$ cat config.mk
export PLATFORM = sky130hd
export DESIGN_NAME = rplzd_outq
export DESIGN_NICKNAME = d
export VERILOG_FILES = /design/src/hw/rtl/rplzd_pkg.sv /design/src/hw/rtl/rplzd_outq.sv
export SDC_FILE = /design/constraint.sdc
export NUM_CORES = 1
export LEC_CHECK = 0
export ABC_AREA = 1
export BUFFER_PORTS_ARGS = -buffer_cell sky130_fd_sc_hd__buf_2
export CELL_PAD_IN_SITES_DETAIL_PLACEMENT = 2
export CELL_PAD_IN_SITES_GLOBAL_PLACEMENT = 2
export CORE_MARGIN = 5
export CORE_UTILIZATION = 40
export DETAILED_ROUTE_END_ITERATION = 12
export GPL_ROUTABILITY_DRIVEN = 0
export PLACE_DENSITY_LB_ADDON = 0.1
export REMOVE_ABC_BUFFERS = 1
export SLEW_MARGIN = 20
export SYNTH_ARGS = -nofsm -noshare
export SYNTH_HDL_FRONTEND = slang
export SYNTH_SLANG_ARGS = --single-unit
export TNS_END_PERCENT = 30
$ cat constraint.sdc
create_clock -name clk -period 2.55 [get_ports clk]
set_clock_uncertainty 0.1 [all_clocks]
set_input_delay 0.1275 -clock clk [delete_from_list [all_inputs] [get_ports clk]]
set_output_delay 0.1275 -clock clk [all_outputs]
set_load 0.05 [all_outputs]
$ cat src/hw/rtl/rplzd_pkg.sv
// ----------------------------------------------------------------------------
// rplzd_pkg
// Shared types and constants for the RefPack LZ decompressor: channel
// payloads, status codes, tag class boundaries and default sizes.
// ----------------------------------------------------------------------------
package rplzd_pkg;

  // Default sizes
  localparam int WINDOW_BYTES_DFLT = 131072;
  localparam int COUNT_BITS_DFLT   = 24;

  // Fixed field widths
  localparam int SIZE_W = 24;  // expected_size register
  localparam int DIST_W = 18;  // match distance, up to 131072
  localparam int COPY_W = 11;  // match length, up to 1028
  localparam int LIT_W  = 8;   // literal run, up to 112

  // Output queue
  localparam int             OQ_DEPTH = 4;
  localparam int             OQ_AW    = 2;
  localparam int             OQ_CW    = 3;
  localparam logic [OQ_CW-1:0] OQ_HIWAT = 3'd3;

  // Tag class boundaries
  localparam logic [7:0] TAG_MED  = 8'h80;
  localparam logic [7:0] TAG_LONG = 8'hC0;
  localparam logic [7:0] TAG_RUN  = 8'hE0;
  localparam logic [7:0] TAG_STOP = 8'hFC;

  typedef logic [2:0] status_t;

  // Status codes
  localparam status_t ST_RUN      = 3'd0;
  localparam status_t ST_OK       = 3'd1;
  localparam status_t ST_TRUNC    = 3'd2;
  localparam status_t ST_DIST     = 3'd3;
  localparam status_t ST_SIZE     = 3'd4;
  localparam status_t ST_COPYBYTE = 3'd5;

  typedef struct packed {
    logic       kind;
    logic [7:0] byte_in;
    logic       is_last;
  } rplzd_in_t;

  typedef struct packed {
    logic       out_valid;
    logic [7:0] out_byte;
    logic       copy_pending;
    status_t    status;
  } rplzd_out_t;

  // Decode result of one item, handed from the parser to the byte stage
  typedef struct packed {
    logic       emit;
    logic       from_hist;
    logic [7:0] lit_byte;
    logic       copy_pending;
    status_t    status;
  } rplzd_req_t;

endpackage

$ cat src/hw/rtl/rplzd_outq.sv
// ----------------------------------------------------------------------------
// rplzd_outq
// Small result queue between the byte stage and the output channel. Absorbs
// output stalls so the history read data is never held.
// ----------------------------------------------------------------------------
module rplzd_outq
  import rplzd_pkg::*;
(
  input  logic             clk,
  input  logic             rst_n,
  input  logic             push,
  input  rplzd_out_t       push_data,
  output logic             out_valid,
  input  logic             out_stall,
  output rplzd_out_t       out_data,
  output logic [OQ_CW-1:0] level
);

  rplzd_out_t       ent_r [OQ_DEPTH];
  logic [OQ_AW-1:0] head_r, head_nxt;
  logic [OQ_AW-1:0] tail_r, tail_nxt;
  logic [OQ_CW-1:0] count_r, count_nxt;
  logic             pop;

  assign out_valid = (count_r != '0);
  assign out_data  = ent_r[head_r];
  assign level     = count_r;
  assign pop       = out_valid && !out_stall;

  // Advance pointers and occupancy
  always_comb begin
    head_nxt  = pop  ? head_r + OQ_AW'(1) : head_r;
    tail_nxt  = push ? tail_r + OQ_AW'(1) : tail_r;
    count_nxt = count_r + OQ_CW'(push) - OQ_CW'(pop);
  end

  always_ff @(posedge clk) begin
    if (!rst_n) begin
      head_r  <= '0;
      tail_r  <= '0;
      count_r <= '0;
    end else begin
      head_r  <= head_nxt;
      tail_r  <= tail_nxt;
      count_r <= count_nxt;
    end
  end

  // Store entries
  always_ff @(posedge clk) begin
    if (push) begin
      ent_r[tail_r] <= push_data;
    end
  end

endmodule

==> run summary <==
Cell count of the worst hold path: 3
TritonCTS Buffers: 9
Status: completed
Die boundary height: 87.8 um
Max frequency: 482 MHz
Post-route antenna net violation count: 0
Ordered list of cells on the worst path: inv_2 > o21ai_0 > o22ai_1 > buf_2
Avg Synthesized Cell Area: 12.9 um^2
Instance count of the mapped netlist: 187
Routed WL: 5.95 mm
Final hold violation count: 0
Initial standard-cell utilization of the core: 41.1%
Area of the core: 5890 um^2
Worst min path class: in -> reg
Setup violations, final: 0
Worst-skew pair later-pin latency: 0.33 ns
Crit share post-route: 81.4%
Fraction of layout cells with a size suffix above 1: 19.3%
Average wire per standard cell: 18.7 um
Number of buffers inserted by post-CTS setup repair: 0
Clock tree from TritonCTS: done
Max-cap viol count: 0
Post-synthesis cell type count: 19
Die Wd: 87.8 um
R2R depth: 8
Net count reported at finish: 263
Number of max-slew violations in the final report: 0
WP data required: 2.32 ns
Worst voltage drop across the vdd grid: 0.469 mV
Sinks on Clock Net: 61
Mapped cell area: 2420 um^2
Clock transition time at the flip-flop clock pins of the worst setup and hold paths: 0.06 ns
GRT met3 Usage: 2.92%
Via count of the first global-routing pass: 1,894
Placed wire-length estimate after detailed placement: 3.87 mm
Setup TNS after final layout: 0 ns
Headroom to the max-slew limit: 56.3%
Least-Margin Pin Slew: 0.655 ns
Detail-routed via count per cell: 5.07
Boundary Pins: 34
Category of the critical setup timing path: reg -> out
Synth Register Bits: 61
Routing usage on met2: 31.6%
Worst-case hold slack: 0.0673 ns
Crit path buffers/inverters: 2
Critical-path cell with the highest stage delay: dfxtp_1
Type of destination of the critical path: output port
Met1 Resource Use GR: 19.8%
Global-route wire length before repair: 9.69 mm
Die Outline Area: 7700 um^2
Static power due to leakage: 1.13 nW
Antenna violations before repair: 0
Number of H-tree levels: 3
Global-route total usage across every layer: 17.4%
CP Data Arrival Time: 1.85 ns
Delay of the slowest cell on the worst path: 0.70 ns
RSZ-0062 raised after global routing: no
Maximum count of clock buffers along a single path: 2
Grt ovf: 0
Largest net degree at the start of global routing: 28
Crit path depth: 4
Highest fanout seen on the critical path: 14
Number of design-rule violations left by the first detailed-router iteration: 94
Synthesis-to-finish area growth: 19.9%
Share of the yosys chip area belonging to registers: 72.0%
Count of antenna diodes in the layout: 0
Buffers added on ports: 33
Pwr Density: 998 nW/um^2
Buffer cell driving the clock tree root: clkbuf_8
Type of element launching the critical path: register
Drt pass-1 iters: 4
Number of remaining DRC errors: 0
GR peak layer: met2
Minimum clock period after layout: 2.08 ns
Floorplan row count: 28
Cell family with the largest share of critical-path delay: flip-flops
Routed via count: 1,613
Warnings from Yosys: 0
cell usage in the layout (no fill, tap or decap):
cell type,n
o21ai_0,21
clkinv_1,3
clkbuf_1,2
nor2_1,32
clkbuf_8,9
o22ai_1,13
inv_2,1
buf_4,1
nand3_1,2
nand2_2,1
clkinv_2,1
dfxtp_1,9
edfxtp_1,52
nand2_1,12
buf_2,33
inv_8,1
ha_1,6
fa_1,1
inv_1,16
dlygate4sd3_1,14
a21oi_1,6
o21ai_1,7
where the power goes:
part / leakage [nW] / internal, W / switching [W]
Combinational: 0.499 / 0.000240 / 0.000780
Sequential: 0.552 / 0.00116 / 0.0000432
Clock: 0.0757 / 0.000336 / 0.000335
cell usage after synthesis:
cell	instances	area, um^2
a21oi_1	6	30.0
buf_2	2	10.0
buf_4	1	7.51
buf_6	1	11.3
buf_8	3	45.0
dfxtp_1	9	180
edfxtp_1	52	1560
fa_1	1	20.0
ha_1	6	75.1
inv_1	16	60.1
inv_2	1	3.75
inv_8	1	11.3
nand2_1	12	45.0
nand2_2	1	6.26
nand3_1	2	10.0
nor2_1	32	120
o21ai_0	21	105
o21ai_1	7	35.0
o22ai_1	13	81.3
final timing paths:
path	start	to	slack (ns)
setup / recovery	register	out_data[0]	0.47
hold / removal	push	tail_r[0]$_SDFFE_PN0P_	0.07
setup reg to reg	level[1]$_SDFF_PN0_	level[2]$_SDFF_PN0_	0.61
hold reg to reg	head_r[0]$_SDFFE_PN0P_	register	0.42
cells by family (layout without fill, tap and decap cells):
kind of cell / Yosys count / after routing / share of synthesized area, %
flip-flops: 61 / 61 / 72.0
AO/OA/AOI/OAI: 47 / 47 / 10.4
AND/OR/NAND/NOR: 47 / 47 / 7.50
buffers and inverters: 25 / 81 / 6.16
adder cells (fa/ha/maj): 7 / 7 / 3.93
layer usage:
| layer | up-vias | share of wire [%] | wire, um |
|---|---|---|---|
| li1 | 765 | - | - |
| met1 | 814 | 41 | 2430 |
| met2 | 28 | 55 | 3300 |
| met3 | 6 | 2.7 | 161 |
| met4 | 0 | 1.1 | 65 |
| met5 | - | 0 | 0 |
layout make-up:
| class | instances | area (um^2) |
|---|---|---|
| clock buffers | 11 | 131 |
| multi-input cells | 101 | 528 |
| clock inverters | 4 | 16.3 |
| repair buffers | 48 | 313 |
| well taps | 75 | 93.8 |
| fillers | 594 | 2990 |
| inverters | 18 | 75.1 |
| flip-flops and latches | 61 | 1740 |
worst register-to-register path: stages, from the launching register on:
cell	delay [ns]
dfxtp_1	0.33
nor2_1	0.19
a21oi_1	0.11
ha_1	0.28
inv_1	0.04
ha_1	0.18
fa_1	0.39
a21oi_1	0.14
nor2_1	0.06
flip-flops by register name, summed over array words and instances (netlist names), named ones only:
register  flops
head_r        2
level         3
tail_r        2
ent_r        52
metrics by stage:
step / power (W) / utilization (%) / setup slack, ns / area, um^2 / std cells
6_report: 0.00289 / 49.3 / 0.475 / 2900 / 318
5_1_grt: 0.00306 / 49.3 / 0.329 / 2900 / 318
4_1_cts: 0.00293 / 49.3 / 0.397 / 2900 / 318
3_5_place_dp: 0.00224 / 44.4 / 0.595 / 2610 / 289
3_3_place_gp: 0.00216 / 44.4 / 0.768 / 2610 / 289
2_1_floorplan: 0.00194 / - / 0.495 / 2340 / 180
what timing repair did:
action                                 4_1_cts  5_1_grt
endpoints found under the hold margin       55        0
hold buffers                                14        0
resized for setup                            0        0
Power figures use the tool's default switching activity.
