===== config.mk =====
export PLATFORM = sky130hd
export DESIGN_NAME = rplzd_ctrl
export DESIGN_NICKNAME = d
export VERILOG_FILES = /design/src/hw/rtl/rplzd_pkg.sv /design/src/hw/rtl/rplzd_ctrl.sv
export SDC_FILE = /design/constraint.sdc
export NUM_CORES = 1
export LEC_CHECK = 0
export ABC_AREA = 1
export BUFFER_PORTS_ARGS = -buffer_cell sky130_fd_sc_hd__buf_2
export CAP_MARGIN = 30
export CELL_PAD_IN_SITES_DETAIL_PLACEMENT = 0
export CELL_PAD_IN_SITES_GLOBAL_PLACEMENT = 2
export CORE_ASPECT_RATIO = 0.7
export CORE_MARGIN = 4
export CORE_UTILIZATION = 35
export CTS_CLUSTER_DIAMETER = 50
export DETAILED_ROUTE_END_ITERATION = 6
export PLACE_DENSITY = 0.82
export SLEW_MARGIN = 20
export SYNTH_ARGS = -nofsm -noshare
export SYNTH_HDL_FRONTEND = slang
export SYNTH_SLANG_ARGS = --single-unit

===== constraint.sdc =====
create_clock -name clk -period 6.5 [get_ports clk]
set_clock_uncertainty 0.05 [all_clocks]
set_input_delay 0.325 -clock clk [delete_from_list [all_inputs] [get_ports clk]]
set_output_delay 0.325 -clock clk [all_outputs]
set_load 0.02 [all_outputs]

===== src/hw/rtl/rplzd_pkg.sv =====
// ----------------------------------------------------------------------------
// rplzd_pkg
// Shared types and constants for the RefPack LZ decompressor: channel
// payloads, status codes, tag class boundaries and default sizes.
// ----------------------------------------------------------------------------
package rplzd_pkg;

  // Default sizes
  localparam int WINDOW_BYTES_DFLT = 131072;
  localparam int COUNT_BITS_DFLT   = 24;

  // Fixed field widths
  localparam int SIZE_W = 24;  // expected_size register
  localparam int DIST_W = 18;  // match distance, up to 131072
  localparam int COPY_W = 11;  // match length, up to 1028
  localparam int LIT_W  = 8;   // literal run, up to 112

  // Output queue
  localparam int             OQ_DEPTH = 4;
  localparam int             OQ_AW    = 2;
  localparam int             OQ_CW    = 3;
  localparam logic [OQ_CW-1:0] OQ_HIWAT = 3'd3;

  // Tag class boundaries
  localparam logic [7:0] TAG_MED  = 8'h80;
  localparam logic [7:0] TAG_LONG = 8'hC0;
  localparam logic [7:0] TAG_RUN  = 8'hE0;
  localparam logic [7:0] TAG_STOP = 8'hFC;

  typedef logic [2:0] status_t;

  // Status codes
  localparam status_t ST_RUN      = 3'd0;
  localparam status_t ST_OK       = 3'd1;
  localparam status_t ST_TRUNC    = 3'd2;
  localparam status_t ST_DIST     = 3'd3;
  localparam status_t ST_SIZE     = 3'd4;
  localparam status_t ST_COPYBYTE = 3'd5;

  typedef struct packed {
    logic       kind;
    logic [7:0] byte_in;
    logic       is_last;
  } rplzd_in_t;

  typedef struct packed {
    logic       out_valid;
    logic [7:0] out_byte;
    logic       copy_pending;
    status_t    status;
  } rplzd_out_t;

  // Decode result of one item, handed from the parser to the byte stage
  typedef struct packed {
    logic       emit;
    logic       from_hist;
    logic [7:0] lit_byte;
    logic       copy_pending;
    status_t    status;
  } rplzd_req_t;

endpackage


===== src/hw/rtl/rplzd_ctrl.sv =====
// ----------------------------------------------------------------------------
// rplzd_ctrl
// Tag parser and stream bookkeeping. Decodes one item per transfer, keeps
// counters, distance, output count and history write pointer, and issues the
// history read address for copy steps.
// ----------------------------------------------------------------------------
module rplzd_ctrl
  import rplzd_pkg::*;
#(
  parameter int WINDOW_BYTES = WINDOW_BYTES_DFLT,
  parameter int COUNT_BITS   = COUNT_BITS_DFLT,
  localparam int AW = $clog2(WINDOW_BYTES)
) (
  input  logic              clk,
  input  logic              rst_n,
  input  logic              cfg_wr_en,
  input  logic [SIZE_W-1:0] cfg_wr_data,
  input  logic              in_fire,
  input  rplzd_in_t         in_data,
  output rplzd_req_t        req,
  output logic [AW-1:0]     rd_addr,
  output logic [AW-1:0]     wr_addr
);

  localparam int CMP_W = (COUNT_BITS > SIZE_W) ? COUNT_BITS : SIZE_W;
  localparam int PW    = DIST_W + 1;
  localparam logic [PW-1:0]     WIN_P = PW'(WINDOW_BYTES);
  localparam logic [DIST_W-1:0] WIN_D = DIST_W'(WINDOW_BYTES);
  localparam logic [AW:0]       WIN_A = (AW+1)'(WINDOW_BYTES);

  // Parse phases
  localparam logic [1:0] PH_TAG  = 2'd0;
  localparam logic [1:0] PH_EXT  = 2'd1;
  localparam logic [1:0] PH_LIT  = 2'd2;
  localparam logic [1:0] PH_COPY = 2'd3;

  logic [SIZE_W-1:0]     expected_r;
  logic [1:0]            phase_r,  phase_nxt;
  logic [15:0]           tag_r,    tag_nxt;
  logic [7:0]            lead_r,   lead_nxt;
  logic [1:0]            extra_r,  extra_nxt;
  logic [LIT_W-1:0]      lit_r,    lit_nxt;
  logic [COPY_W-1:0]     copy_r,   copy_nxt;
  logic [DIST_W-1:0]     dist_r,   dist_nxt;
  logic [COUNT_BITS-1:0] prod_r,   prod_nxt;
  logic [AW-1:0]         wptr_r,   wptr_nxt;
  status_t               fin_r,    fin_nxt;
  logic                  stop_r,   stop_nxt;
  logic                  idone_r,  idone_nxt;

  logic [CMP_W-1:0] exp_x;
  logic [PW-1:0]    wptr_p;
  logic [PW-1:0]    dist_p;
  logic [PW-1:0]    pos_raw;
  logic [AW:0]      wptr_inc;
  logic [AW-1:0]    wptr_adv;
  logic [7:0]       b_in;

  function automatic status_t f_finish(input status_t fin, input status_t code);
    return (fin == ST_RUN) ? code : fin;
  endfunction

  function automatic status_t f_size_end(input status_t fin,
                                         input logic [CMP_W-1:0] prod,
                                         input logic [CMP_W-1:0] exp_sz);
    return f_finish(fin, (prod == exp_sz) ? ST_OK : ST_SIZE);
  endfunction

  function automatic status_t f_boundary(input status_t fin,
                                         input logic [CMP_W-1:0] prod,
                                         input logic [CMP_W-1:0] exp_sz,
                                         input logic done);
    status_t res;
    res = fin;
    if (prod >= exp_sz) begin
      res = f_size_end(fin, prod, exp_sz);
    end else if (done) begin
      res = f_finish(fin, ST_SIZE);
    end
    return res;
  endfunction

  assign exp_x = CMP_W'(expected_r);
  assign b_in  = in_data.byte_in;

  // History read position, wrapped into the window
  assign wptr_p  = PW'(wptr_r);
  assign dist_p  = PW'(dist_r);
  assign pos_raw = (wptr_p >= dist_p) ? wptr_p - dist_p : wptr_p + WIN_P - dist_p;
  assign rd_addr = (pos_raw >= WIN_P) ? '0 : pos_raw[AW-1:0];
  assign wr_addr = wptr_r;

  // Advance the write pointer with wrap
  assign wptr_inc = {1'b0, wptr_r} + (AW+1)'(1);
  assign wptr_adv = (wptr_inc >= WIN_A) ? '0 : wptr_inc[AW-1:0];

  // Decode one item
  always_comb begin
    phase_nxt = phase_r;
    tag_nxt   = tag_r;
    lead_nxt  = lead_r;
    extra_nxt = extra_r;
    lit_nxt   = lit_r;
    copy_nxt  = copy_r;
    dist_nxt  = dist_r;
    prod_nxt  = prod_r;
    wptr_nxt  = wptr_r;
    fin_nxt   = fin_r;
    stop_nxt  = stop_r;
    idone_nxt = idone_r;
    req       = '0;

    // Check the size at an idle command boundary
    if (fin_nxt == ST_RUN && phase_nxt == PH_TAG) begin
      fin_nxt = f_boundary(fin_nxt, CMP_W'(prod_nxt), exp_x, idone_nxt);
    end

    if (fin_nxt == ST_RUN) begin
      if (in_data.kind) begin
        // Step: copy one byte from history
        if (phase_nxt == PH_COPY) begin
          req.emit      = 1'b1;
          req.from_hist = 1'b1;
          wptr_nxt      = wptr_adv;
          if (&prod_nxt) begin
            fin_nxt = f_finish(fin_nxt, ST_SIZE);
          end else begin
            prod_nxt = prod_nxt + COUNT_BITS'(1);
          end
          copy_nxt = copy_nxt - COPY_W'(1);
          if (fin_nxt == ST_RUN && copy_nxt == '0) begin
            phase_nxt = PH_TAG;
            fin_nxt   = f_boundary(fin_nxt, CMP_W'(prod_nxt), exp_x, idone_nxt);
          end
        end
      end else if (phase_nxt == PH_COPY) begin
        // Drop a byte that arrives during a copy and end with ST_COPYBYTE
        fin_nxt = f_finish(fin_nxt, ST_COPYBYTE);
      end else begin
        if (in_data.is_last) begin
          idone_nxt = 1'b1;
        end
        case (phase_nxt)
          PH_TAG: begin
            lead_nxt = b_in;
            tag_nxt  = '0;
            if (b_in < TAG_RUN) begin
              extra_nxt = (b_in < TAG_MED) ? 2'd1 : (b_in < TAG_LONG) ? 2'd2 : 2'd3;
              phase_nxt = PH_EXT;
            end else if (b_in < TAG_STOP) begin
              lit_nxt   = LIT_W'({b_in[4:0], 2'b00}) + LIT_W'(4);
              copy_nxt  = '0;
              stop_nxt  = 1'b0;
              phase_nxt = PH_LIT;
            end else begin
              lit_nxt   = LIT_W'(b_in[1:0]);
              copy_nxt  = '0;
              stop_nxt  = 1'b1;
              phase_nxt = PH_LIT;
              if (lit_nxt == '0) begin
                fin_nxt = f_size_end(fin_nxt, CMP_W'(prod_nxt), exp_x);
              end
            end
          end
          PH_EXT: begin
            extra_nxt = extra_nxt - 2'd1;
            if (extra_nxt == 2'd0) begin
              // Unpack the match fields of the tag
              if (lead_r < TAG_MED) begin
                lit_nxt  = LIT_W'(lead_r[1:0]);
                copy_nxt = COPY_W'(lead_r[4:2]) + COPY_W'(3);
                dist_nxt = DIST_W'({lead_r[6:5], b_in}) + DIST_W'(1);
              end else if (lead_r < TAG_LONG) begin
                lit_nxt  = LIT_W'(tag_r[7:6]);
                copy_nxt = COPY_W'(lead_r[5:0]) + COPY_W'(4);
                dist_nxt = DIST_W'({tag_r[5:0], b_in}) + DIST_W'(1);
              end else begin
                lit_nxt  = LIT_W'(lead_r[1:0]);
                copy_nxt = COPY_W'({lead_r[3:2], b_in}) + COPY_W'(5);
                dist_nxt = DIST_W'({lead_r[4], tag_r}) + DIST_W'(1);
              end
              stop_nxt = 1'b0;
              if (lit_nxt != '0) begin
                phase_nxt = PH_LIT;
              end else if (CMP_W'(dist_nxt) > CMP_W'(prod_nxt) || dist_nxt > WIN_D) begin
                fin_nxt = f_finish(fin_nxt, ST_DIST);
              end else begin
                phase_nxt = PH_COPY;
              end
            end else begin
              tag_nxt = {tag_nxt[7:0], b_in};
            end
          end
          default: begin
            // Literal byte goes straight out
            req.emit     = 1'b1;
            req.lit_byte = b_in;
            wptr_nxt     = wptr_adv;
            if (&prod_nxt) begin
              fin_nxt = f_finish(fin_nxt, ST_SIZE);
            end else begin
              prod_nxt = prod_nxt + COUNT_BITS'(1);
            end
            lit_nxt = lit_nxt - LIT_W'(1);
            if (fin_nxt == ST_RUN && lit_nxt == '0) begin
              if (stop_nxt) begin
                fin_nxt = f_size_end(fin_nxt, CMP_W'(prod_nxt), exp_x);
              end else if (copy_nxt != '0) begin
                if (CMP_W'(dist_nxt) > CMP_W'(prod_nxt) || dist_nxt > WIN_D) begin
                  fin_nxt = f_finish(fin_nxt, ST_DIST);
                end else begin
                  phase_nxt = PH_COPY;
                end
              end else begin
                phase_nxt = PH_TAG;
                fin_nxt   = f_boundary(fin_nxt, CMP_W'(prod_nxt), exp_x, idone_nxt);
              end
            end
          end
        endcase
        // Input ended inside a tag or literal run
        if (fin_nxt == ST_RUN && idone_nxt && (phase_nxt inside {PH_EXT, PH_LIT})) begin
          fin_nxt = ST_TRUNC;
        end
      end
    end

    req.copy_pending = (fin_nxt == ST_RUN) && (phase_nxt == PH_COPY);
    req.status       = fin_nxt;
  end

  // Commit state on each transfer
  always_ff @(posedge clk) begin
    if (!rst_n) begin
      expected_r <= '0;
      phase_r    <= PH_TAG;
      tag_r      <= '0;
      lead_r     <= '0;
      extra_r    <= '0;
      lit_r      <= '0;
      copy_r     <= '0;
      dist_r     <= '0;
      prod_r     <= '0;
      wptr_r     <= '0;
      fin_r      <= ST_RUN;
      stop_r     <= 1'b0;
      idone_r    <= 1'b0;
    end else begin
      if (cfg_wr_en) begin
        expected_r <= cfg_wr_data;
      end
      if (in_fire) begin
        phase_r <= phase_nxt;
        tag_r   <= tag_nxt;
        lead_r  <= lead_nxt;
        extra_r <= extra_nxt;
        lit_r   <= lit_nxt;
        copy_r  <= copy_nxt;
        dist_r  <= dist_nxt;
        prod_r  <= prod_nxt;
        wptr_r  <= wptr_nxt;
        fin_r   <= fin_nxt;
        stop_r  <= stop_nxt;
        idone_r <= idone_nxt;
      end
    end
  end

endmodule


==> impl_metrics.env, run 1 <==
export IMPL_ios=86
export IMPL_yosysSeqAreaShare=0.239
export IMPL_crit_arrival_ns=5.64
export IMPL_fp_dieW_um=223
export IMPL_dp_cells=2213
export IMPL_power_leakage_nw=5.74
export IMPL_drive_gt1_frac=0.0976
export IMPL_slew_limit_headroom=0.409
export IMPL_drt_iter0_drc=1073
export IMPL_finalCriticalPeriod_ns=6.01
export IMPL_netlist_area_sq_um=11300
export IMPL_cp_data_required_time_ns=6.12
export IMPL_maxSlewViolCount=0
export IMPL_grt_max_degree=54
export IMPL_stdcell_count=2243
export IMPL_drcViolationCount=0
export IMPL_syn_avg_cell_area_sq_um=6.44
export IMPL_antenna_cells=0
export IMPL_wl_mm=41.2
export IMPL_worstHoldStart="cfg_wr_data[0]"
export IMPL_gp_congestion=0.911
export IMPL_max_cap_violations=0
export IMPL_cts_path_max_buffers=2
export IMPL_synth_fp_nets=1908
export IMPL_slowest_stage="o21ai_0"
export IMPL_layout_common_cells="337 x nand2_1, 239 x inv_1, 196 x a21oi_1"
export IMPL_hpwlAfterDp_mm=32.6
export IMPL_start_util=0.359
export IMPL_async_flop_share=0
export IMPL_grt_antenna_before_repair=0
export IMPL_clkLatencyLatePin_ns=0.45
export IMPL_cts_tree="done"
export IMPL_critPathLaunchType="register"
export IMPL_die_area_sq_um=35300
export IMPL_htreeDepth=4
export IMPL_tns_ns=0
export IMPL_grt_setup_unrepaired="no"
export IMPL_period_share=0.925
export IMPL_ys_flop_type="dfxtp_1"
export IMPL_clock_sinks=135
export IMPL_cts_resized=0
export IMPL_drt_first_pass_iters=5
export IMPL_area_growth_syn_to_layout_pct=11.5
export IMPL_hold_class="input pin to register"
export IMPL_overflow=0
export IMPL_critPathKind="register to output pin"
export IMPL_layout_commonest_cell="nand2_1"
export IMPL_die_y_um=158
export IMPL_outcome="finished, final reports clean"
export IMPL_max_freq_mhz=166
export IMPL_routedWlPerCell_um=18.4
export IMPL_postCtsHoldBufs=0
export IMPL_rows=54
export IMPL_grt_pass1_wl_mm=64.1
export IMPL_antenna_left=0
export IMPL_via_per_inst=5.21
export IMPL_synth_edf_count=0
export IMPL_cp_end_kind="output pin"
export IMPL_setup_viol=0
export IMPL_post_cts_setup_buffer_count=0
export IMPL_powerDensity_nw_per_um2=217
export IMPL_critPathLaunch="prod_r[1]$_SDFFE_PN0P_"
export IMPL_port_buffers=85
export IMPL_vias=11690
export IMPL_syn_inst=1756
export IMPL_grt_pass1_vias=10687
export IMPL_track_usage=0.233
export IMPL_cpPeakStageDelay_ns=0.57
export IMPL_core_sq_um=31500
export IMPL_crit_fanout=9
export IMPL_cp_common_cell="nand2_1"
export IMPL_final_hold_viol_count=0
export IMPL_worst_pin_slew_ns=0.882
export IMPL_reg2reg_from="prod_r[1]$_SDFFE_PN0P_"
export IMPL_finalNetCount=1966
export IMPL_cts_made_buffers=17
export IMPL_synth_distinct_cells=51
export IMPL_vdd_drop_max_v=0.000144
export IMPL_yosys_warnings=0
export IMPL_root_buffer="clkbuf_16"
export IMPL_path_clk_slew_ns=0.06
export IMPL_ys_seq_elements=135
[cell families (layout without fill, tap and decap cells)]
family,after synthesis,in the layout,share of synthesized area
fa+ha+maj,114,114,0.127
simple gates,750,750,0.299
flops,135,135,0.239
buf+inv,304,371,0.106
compound gates,409,409,0.195
xor+xnor,44,44,0.0341
[cells in the mapped netlist, types with 8 or more instances]
master / instances / share of area
a31oi_1: 11 / 0.0061
nand3_1: 101 / 0.045
xor2_1: 34 / 0.026
buf_2: 18 / 0.0080
dfxtp_1: 135 / 0.24
xnor2_1: 10 / 0.0077
nor2_1: 174 / 0.058
nor2_2: 11 / 0.0061
inv_1: 239 / 0.079
nor3_1: 38 / 0.017
nand2_2: 12 / 0.0066
nand2_1: 337 / 0.11
clkbuf_1: 29 / 0.0096
a211oi_1: 26 / 0.017
a21oi_1: 196 / 0.087
inv_2: 8 / 0.0027
ha_1: 113 / 0.13
o21ai_0: 142 / 0.063
nor4_1: 10 / 0.0055
nand4_1: 38 / 0.021
[final cells by class]
type | instances | area [sq um]
multi-input combinational | 1317 | 7410
inverter | 250 | 940
tap | 420 | 526
sequential | 135 | 2700
clock buffer | 23 | 478
timing repair buffer | 93 | 500
fill | 3472 | 18900
clock inverter | 5 | 50.0
[report_power, final]
part | switching, mW | internal [mW]
Sequential | 0.0785 | 0.885
Combinational | 0.573 | 0.267
Clock | 0.386 | 0.544
[final timing paths]
path | to | slack [ns] | cells past startpoint
max | req[3] | 0.49 | 31
min | exp_x[0]$_SDFFE_PN0P_ | 0.06 | 3
max reg2reg | fin_r[1]$_SDFFE_PN0P_ | 1.37 | 29
min reg2reg | copy_r[10]$_SDFFE_PN0P_ | 0.42 | 2
[worst max-delay path, delay by kind of cell (launching register included)]
| kind | cells | cell delay (ns) |
|---|---|---|
| simple gates | 22 | 2.72 |
| fa+ha+maj | 2 | 0.54 |
| xor+xnor | 1 | 0.28 |
| flops | 1 | 0.40 |
| buf+inv | 4 | 0.54 |
| compound gates | 2 | 0.72 |
[layer usage]
metal,share of wire,track usage
met1,0.56,0.378
met2,0.37,0.312
met3,0.052,0.0380
met4,0.014,0.0543
met5,0,0
[flip-flops by register name, summed over array words and instances, names as in the netlist, 8 cells and up]
register  flops
copy_r       11
dist_r       18
exp_x        24
lead_r        8
lit_r         8
prod_r       24
tag_r        16
wr_addr      17
[through the flow]
stage	worst slack (ns)	util	cell area (sq um)	hold WS (ns)	total power, mW
6_report	0.485	0.400	12600	0.0553	2.73
2_1_floorplan	2.21	-	11300	0.399	1.56
4_1_cts	0.603	0.399	12600	0.0381	2.75
5_1_grt	0.0477	0.400	12600	0.0914	2.90
3_5_place_dp	1.11	0.383	12000	0.417	1.81
3_3_place_gp	1.16	0.383	12000	0.415	1.81
(Power assumes the default switching activity.)
==> inputs of run 2 (changes only) <==
--- a/config.mk
+++ b/config.mk
@@ -12,5 +12,5 @@
 export CELL_PAD_IN_SITES_GLOBAL_PLACEMENT = 2
 export CORE_ASPECT_RATIO = 0.7
-export CORE_MARGIN = 4
+export CORE_MARGIN = 8
 export CORE_UTILIZATION = 35
 export CTS_CLUSTER_DIAMETER = 50
==> constraint.sdc (replaced) <==
create_clock -name clk -period 6.5 [get_ports clk]
set_clock_uncertainty 0.05 [all_clocks]
set_input_delay 0.65 -clock clk [delete_from_list [all_inputs] [get_ports clk]]
set_output_delay 0.65 -clock clk [all_outputs]
set_load 0.02 [all_outputs]
==> impl_metrics.env, run 2 (same netlist as run 1, synthesis figures left out) <==
export IMPL_finalInstanceArea_sq_um=12700
export IMPL_cp_common_cell="nand2_1"
export IMPL_final_hold_viol_count=0
export IMPL_cts_path_max_buffers=2
export IMPL_drcViolationCount=0
export IMPL_antenna_left=0
export IMPL_outcome="finished, final reports clean"
export IMPL_clkLatencyLatePin_ns=0.45
export IMPL_die_y_um=166
export IMPL_wl_mm=41.2
export IMPL_comb_power_share=0.307
export IMPL_rows=55
export IMPL_slew_limit_headroom=0.374
export IMPL_hpwlAfterDp_mm=32.8
export IMPL_drt_first_pass_iters=5
export IMPL_worst_pin_slew_ns=0.934
export IMPL_max_cap_violations=0
export IMPL_critPathLaunchType="register"
export IMPL_cts_tree="done"
export IMPL_ios=86
export IMPL_cp_buffers_inverters=4
export IMPL_net_switching_power_mw=1.10
export IMPL_hold_class="input pin to register"
export IMPL_max_freq_mhz=165
export IMPL_stdcell_count=2256
export IMPL_layout_commonest_cell="nand2_1"
export IMPL_htreeDepth=4
export IMPL_slowest_stage="o21ai_0"
export IMPL_cp_end_kind="output pin"
export IMPL_finalNetCount=1968
export IMPL_setup_viol=0
export IMPL_root_buffer="clkbuf_16"
export IMPL_power_frac_clock=0.345
export IMPL_post_dp_cell_area_sq_um=12100
export IMPL_vdd_drop_max_v=0.000135
export IMPL_cpPeakStageDelay_ns=0.49
export IMPL_grt_pass1_wl_mm=64.6
export IMPL_powerDensity_nw_per_um2=218
export IMPL_period_share=0.933
export IMPL_power_leakage_nw=5.75
export IMPL_drt_iter0_drc=920
export IMPL_drive_gt1_frac=0.102
export IMPL_crit_arrival_ns=5.36
export IMPL_layout_common_cells="337 x nand2_1, 239 x inv_1, 196 x a21oi_1"
export IMPL_dp_slack_ns=1.06
export IMPL_via_per_inst=5.21
export IMPL_path_clk_slew_ns=0.06
export IMPL_critPathKind="register to output pin"
export IMPL_overflow=0
export IMPL_cts_made_buffers=17
export IMPL_grt_setup_unrepaired="no"
export IMPL_power_internal_mw=1.66
export IMPL_track_usage=0.213
export IMPL_cts_resized=0
export IMPL_regArea_sq_um=2700
export IMPL_finalCriticalPeriod_ns=6.06
export IMPL_fin_ws_ns=0.437
export IMPL_gp_congestion=0.923
export IMPL_dp_cells=2222
export IMPL_die_area_sq_um=38400
export IMPL_cp_data_required_time_ns=5.80
export IMPL_postCtsHoldBufs=0
export IMPL_crit_family="simple AND/OR/NAND/NOR gates"
export IMPL_finalPower_mw=2.76
export IMPL_clock_sinks=135
export IMPL_routedWlPerCell_um=18.3
export IMPL_post_cts_setup_buffer_count=0
export IMPL_area_growth_syn_to_layout_pct=12.0
export IMPL_multi_input_area_sq_um=7410
export IMPL_antenna_cells=0
export IMPL_vias=11761
export IMPL_start_util=0.353
export IMPL_seqPwrFrac=0.348
export IMPL_nFillCells=3619
export IMPL_maxSlewViolCount=0
export IMPL_grt_max_degree=47
export IMPL_fp_dieW_um=231
export IMPL_grt_antenna_before_repair=0
export IMPL_crit_fanout=9
export IMPL_p_sw_frac=0.398
export IMPL_grt_pass1_vias=10953
export IMPL_core_sq_um=32100
export IMPL_port_buffers=85
export IMPL_tns_ns=0
==> run 2: cell count changes in the layout (fill, tap and decap cells not counted), sizes merged <==
cell      previous run  this run
clkbuf              23        19
clkinv               7         8
bufinv               1         0
clkinvlp             0         6
inv                247       249
buf                 93        95
==> run 2: worst paths after layout <==
check	slack (ns)	startpoint	endpoint	cells after the start
hold / removal	0.39	cfg_wr_data[0]	exp_x[0]$_SDFFE_PN0P_	3
hold reg to reg	0.43	copy_r[10]$_SDFFE_PN0P_	copy_r[10]$_SDFFE_PN0P_	2
setup / recovery	0.44	prod_r[1]$_SDFFE_PN0P_	req[3]	31
setup reg to reg	1.66	prod_r[1]$_SDFFE_PN0P_	fin_r[1]$_SDFFE_PN0P_	29
==> run 2: final cells by class <==
cell class,count,share of cell area
Tap cell,427,0.0422
Inverter,250,0.0742
Clock inverter,13,0.00780
Sequential cell,135,0.213
Clock buffer,19,0.0358
Multi-Input combinational cell,1317,0.585
Timing Repair Buffer,95,0.0417
==> run 2: stage by stage <==
| stage | hold WS, ns | util |
|---|---|---|
| floorplan | 0.399 | - |
| global placement | 0.411 | 0.376 |
| detailed placement | 0.426 | 0.376 |
| CTS | 0.382 | 0.394 |
| global route | 0.400 | 0.395 |
| finish | 0.390 | 0.395 |
==> run 2: worst min-delay path, cell delays in order <==
cell and delay [ns]:
buf_2 0.07, nor2_1 0.03, nor2_1 0.09
==> run 2: per-layer routing <==
layer / routed length, um / track usage / part of all wire / vias to the layer above
met4: 418 / 0.0371 / 0.010 / 0
met5: 0 / 0 / 0 / -
met2: 16400 / 0.299 / 0.40 / 315
li1: - / - / - / 5997
met1: 22000 / 0.331 / 0.53 / 5419
met3: 2450 / 0.0399 / 0.059 / 30
==> run 2: power groups by stage <==
| stage | combinational (mW) | sequential (mW) | clock (mW) |
|---|---|---|---|
| global placement | 0.837 | 0.977 | 0 |
| floorplan | 0.615 | 0.943 | 0 |
| CTS | 0.838 | 0.958 | 0.972 |
| detailed placement | 0.833 | 0.977 | 0 |
| global route | 0.956 | 0.969 | 1.01 |
| finish | 0.848 | 0.960 | 0.954 |
